--- src/hdl/plst_pkg.sv ---
package plst_pkg;

  localparam int unsigned DataW = 32;

  localparam logic [1:0] KIND_APPEND = 2'd0;
  localparam logic [1:0] KIND_INSERT = 2'd1;
  localparam logic [1:0] KIND_DELETE = 2'd2;
  localparam logic [1:0] KIND_FIND   = 2'd3;

  localparam logic [1:0] ST_OK     = 2'd0;
  localparam logic [1:0] ST_FULL   = 2'd1;
  localparam logic [1:0] ST_BADPOS = 2'd2;
  localparam logic [1:0] ST_EMPTY  = 2'd3;

  typedef enum logic [2:0] {
    CELL_HOLD,
    CELL_APPEND,
    CELL_INSERT,
    CELL_DELETE,
    CELL_FIND
  } cell_op_t;

  typedef struct packed {
    cell_op_t           op;
    logic [DataW-1:0]   value;
  } cell_ctl_t;

endpackage

--- src/hdl/plst_cell.sv ---
module plst_cell import plst_pkg::*; #(
  parameter int IDX = 0,
  parameter int CW  = 8
) (
  input  logic             clk,
  input  cell_ctl_t        ctl,
  input  logic [CW-1:0]    pidx,
  input  logic [CW-1:0]    cnt,
  input  logic [DataW-1:0] left,
  input  logic [DataW-1:0] right,
  output logic [DataW-1:0] data,
  output logic             hit
);

  localparam logic [CW-1:0] MyIdx = CW'(IDX);

  always_ff @(posedge clk) begin
    case (ctl.op)
      CELL_APPEND: begin
        if (MyIdx == cnt) data <= ctl.value;
      end
      CELL_INSERT: begin
        if (MyIdx == pidx) data <= ctl.value;
        else if (MyIdx > pidx) data <= left;
      end
      CELL_DELETE: begin
        if (MyIdx >= pidx) data <= right;
      end
      default: ;
    endcase
  end

  always_comb begin
    case (ctl.op)
      CELL_FIND:   hit = (MyIdx < cnt) && (data == ctl.value);
      CELL_DELETE: hit = (MyIdx == pidx);
      default:     hit = 1'b0;
    endcase
  end

endmodule

--- config.mk ---
export PLATFORM = sky130hd
export DESIGN_NAME = plst_cell
export DESIGN_NICKNAME = d
export VERILOG_FILES = /design/src/hdl/plst_pkg.sv /design/src/hdl/plst_cell.sv
export SDC_FILE = /design/constraint.sdc
export NUM_CORES = 1
export LEC_CHECK = 0
export ABC_AREA = 1
export BUFFER_PORTS_ARGS = -buffer_cell sky130_fd_sc_hd__buf_2
export CORE_ASPECT_RATIO = 2
export CORE_MARGIN = 2
export CORE_UTILIZATION = 39
export CTS_CLUSTER_SIZE = 40
export DETAILED_ROUTE_END_ITERATION = 10
export PLACE_DENSITY = 0.82
export REMOVE_ABC_BUFFERS = 1
export SLEW_MARGIN = 5
export SYNTH_ARGS = -nofsm -noshare
export SYNTH_HDL_FRONTEND = slang
export SYNTH_SLANG_ARGS = --single-unit
--- constraint.sdc ---
create_clock -name clk -period 3.95 [get_ports clk]
set_input_delay 0.5925 -clock clk [delete_from_list [all_inputs] [get_ports clk]]
set_output_delay 0.5925 -clock clk [all_outputs]
set_load 0.01 [all_outputs]
## Word-level counts from Yosys, hierarchy flattened

Cells that the tools add are included.

- Word-level logic and storage cells: 23
- Bits in registers: 32
- Output and inout bits: 33

- Reductions and logical operators: 5
- Multiplexer cells: 6
- Equal/unequal tests: 8
- Order comparisons: 3

Operator list:

| cell | number |
|---|---|
| two-way mux 32 bit | 4 |
| case mux 32 bit (3 select lines) | 1 |
| == test 32 bit | 1 |
| zero test 8 bit | 2 |
| >= comparator 1 x 8 -> 1 bit (first input constant) | 1 |
| greater-than comparator 1 x 8 -> 1 bit (first input constant) | 1 |
| less-than comparator 1 x 8 -> 1 bit (first input constant) | 1 |
| == test 3 x 2 -> 1 bit (second input constant) | 2 |
| != test 2 bit (second input constant) | 2 |
| AND reduction 4 bit | 1 |
| == test 3 x 1 -> 1 bit (second input constant) | 1 |
| == test 3 bit (second input constant) | 1 |
| != test 3 bit (second input constant) | 1 |
| nonzero test 3 bit | 1 |
| case mux 1 bit (2 select lines) | 1 |
| logical AND 1 bit | 1 |

## Logic depth before layout (Yosys ltp)

- Depth after elaboration: 4
- Depth in mapped cells: 10

## Least setup slack after synthesis

No wires, ideal clock.

- Path type: in2reg
- Start: input port pidx[1]
- End: register data[0], enable pin
- Arrival time: 3381 ps
- Setup time: 470 ps
- Path slack: 98 ps
- Required time: 3480 ps
- Stages: 5
- Path through: nor2_1 nand4_1 inv_1 nor2_2 a211oi_1

- Longest elaborated chain between the ends: 3

RTL lines:

| item | RTL line | RTL |
|---|---|---|
| start: declaration | plst_cell.sv:7 | `input logic [CW-1:0] pidx,` |
| greater-than comparator 1 x 8 -> 1 bit, or another cell as far along | plst_cell.sv:24 | `else if (MyIdx > pidx) data <= left;` |
| != test 3 bit (no line) / != test 2 bit (equally long branches) | - |  |
| AND reduction 4 bit (no line) * | - |  |
| end signal: assignment | plst_cell.sv:23 | `if (MyIdx == pidx) data <= ctl.value;` |
| end signal: assignment | plst_cell.sv:24 |  |
| end signal: assignment | plst_cell.sv:27 | `if (MyIdx >= pidx) data <= right;` |
| end: declaration | plst_cell.sv:11 | `output logic [DataW-1:0] data,` |

Every way passes the cells marked *; elsewhere a longest branch is shown, timed or not.
A chain may end at the register's enable or synchronous reset.

## Worst setup path after layout

- Start: input port ctl[33] (netlist name)
- End: output port hit

- Longest elaborated chain between the ends: 2

RTL lines:

| item | RTL line | RTL |
|---|---|---|
| start: declaration | plst_cell.sv:6 | `input cell_ctl_t ctl,` |
| == test 3 x 2 -> 1 bit / == test 3 bit (equally long branches) | plst_cell.sv:34 | `case (ctl.op)` |
| case mux 1 bit (2 select lines) * | plst_cell.sv:34 |  |
| end: declaration | plst_cell.sv:12 | `output logic hit` |

Marked as above.

==> metrics <==
outcome=complete, no violations; Post-synth top cells=nand2_1 (167), inv_1 (47), edfxtp_1 (32); antenna cell count=0; Seq cells post-synth=32; worst-path cell chain=buf_2 -> inv_2 -> nor2_4 -> nand2_1 -> inv_2 -> nand2_1 -> nand2_1 -> buf_2; Detail Placement HPWL=5436 um; Yosys top cell area share=0.4040; post-synth cell types=17; Clock power frac=0.384; fin nets=604; Post-Route WL=6813 um; power density over the cells=333.2 nW/um2; Die Area=6777 um2; net switching power=0.2881 mW; initial drt markers=86; post-synthesis sequential area ratio=0.4040; Via density=4.712; via count=2601; combinational share of power=0.222; CTS clk-pin slew, worst paths=50 ps; Hold Crit Class=input pin to flop; max_cap viols=0; Final TNS setup=0 ps; Clock Sinks=32; core region area=5956 um2; Layout area overhead=39.45%; Pint=0.8172 mW; # DRC=0; Initial Utilization=0.3994; I/O Pins=149; # H-tree levels=2; Slew @ Worst Pin=1227 ps; FFs w/ async S/R, synth=0; CP most frequent cell=nand2_1; Synth area leader=edfxtp_1; largest net degree at the start of global routing=35; unrepaired setup endpoints after global routing=no; row cnt=40; TritonCTS buffer count=5; fill cell count=595; Final Hold Violating Endpoints=0; Sw Share=0.2606; drt pass-1 iters=4; Avg Cell Area, Syn=6.975 um2; Tcrit/Tclk final=0.5811; Req. time, crit path=3360 ps; Reg power frac=0.394; Worst slew margin=0.1794; Crit-path slowest cell=inv_2; gr ovfl total=0; Startpoint Class=input pin; biggest regs=data: 32 flops; fin. max-slew vios=0; max reg flops=32; maximum VDD drop=0.1986 mV; Leakage=1.838 nW; Worst path max stage delay=460 ps; most common cell in the netlist=nand2_1; CP top delay family=buffers and inverters; Buf/Inv on CP=4; Crit path arrival time=1700 ps; Critical Path Fanout Max=34; Post-CTS Resized=0; Setup CP Type=input pin to output pin; Max Clock Freq=435.7 MHz; RD Place Congestion=0.8496; Ys Warns=0; prevailing post-synth register cell=edfxtp_1; gr usage total=0.2119; Clock Tree Buf Depth=2; Post-CTS Setup Inserts=0; CTS tree=yes; port buffer count=148; Syn Inst Count=341; top post-synthesis cells by area=edfxtp_1 (40%), nand2_1 (26%), inv_1 (7.4%); Antenna Nets Post-Route=0; first-pass GRT wire length=10990 um; Tmin final=2295 ps; share of cells above drive strength 1=0.3661; hold buffer count at cts=0; number of synthesized flops with an enable pin=32; Die X=59.22 um; Critical Path End Type=output pin; Root Buffer=clkbuf_16; die height=114.4 um; WHS=605.6 ps; Cell Area, Synth=2379 um2; vias in the first global route=2485; Top reg by flops=data; initial antenna violation count=0; routed len/inst=12.34 um; final setup violation count=0
[power by group through the flow]
stage | clock, mW | sequential, mW | combinational [mW]
finish | 0.425 | 0.435 | 0.246
detailed placement | 0 | 0.442 | 0.248
global route | 0.447 | 0.438 | 0.279
global placement | 0 | 0.440 | 0.241
CTS | 0.431 | 0.435 | 0.248
floorplan | 0 | 0.455 | 0.108
[cells in the final DEF (no fill, tap or decap)]
master and n:
nor2_4 2, nand4_1 2, nand3_2 16, nor2_2 1
edfxtp_1 32, clkbuf_16 5, a211oi_4 1, xnor2_1 9
nor3_4 1, nor2_1 25, inv_1 47, buf_2 148
inv_2 3, nand2_1 167, clkinv_1 2, buf_4 1
o21ai_0 5, bufinv_16 1, nand3_1 18, xor2_1 3
[final cells by class]
class                      instances  area [um2]  share of cell area
multi-input combinational        250        1179              0.3553
sequential                        32       960.9              0.2897
timing repair buffer             149       748.2              0.2256
inverter                          50       187.7             0.05658
clock buffer                       5       125.1             0.03772
tap                               63       78.83             0.02376
clock inverter                     3       37.54             0.01132
[kinds of logic (layout without fill, tap and decap cells)]
logic type,count (synthesis),count (layout),share of synthesized area
AO/OA/AOI/OAI,6,6,0.01368
XOR/XNOR,12,12,0.04419
buffers and inverters,59,207,0.1057
flip-flops,32,32,0.4040
AND/OR/NAND/NOR,232,232,0.4324
[path summary, 6_finish.rpt]
path	slack (ps)	end	startpoint	cells past startpoint
worst max-delay path	1650	hit	ctl[33]	8
worst min-delay path	610	data[7]$_DFFE_PP_	right[7]	3
[stage by stage]
step	power [mW]	std cells	utilization	worst slack, ps	area, um2
finish	1.105	552	0.5569	1655	3317
global route	1.164	552	0.5569	1506	3317
global placement	0.6814	544	0.5296	1469	3154
detailed placement	0.6893	544	0.5296	1408	3154
floorplan	0.5633	332	-	98.30	2315
CTS	1.114	552	0.5569	1643	3317
[metal layers]
layer / track usage / vias to the layer above / wire length (um) / share of wire
li1: - / 1339 / - / -
met1: 0.2242 / 1134 / 2403 / 0.35
met2: 0.3912 / 107 / 3776 / 0.55
met3: 0.03164 / 21 / 375 / 0.055
met4: 0.09545 / 0 / 257 / 0.038
met5: 0 / - / 0 / 0
(Power assumes the default switching activity.)
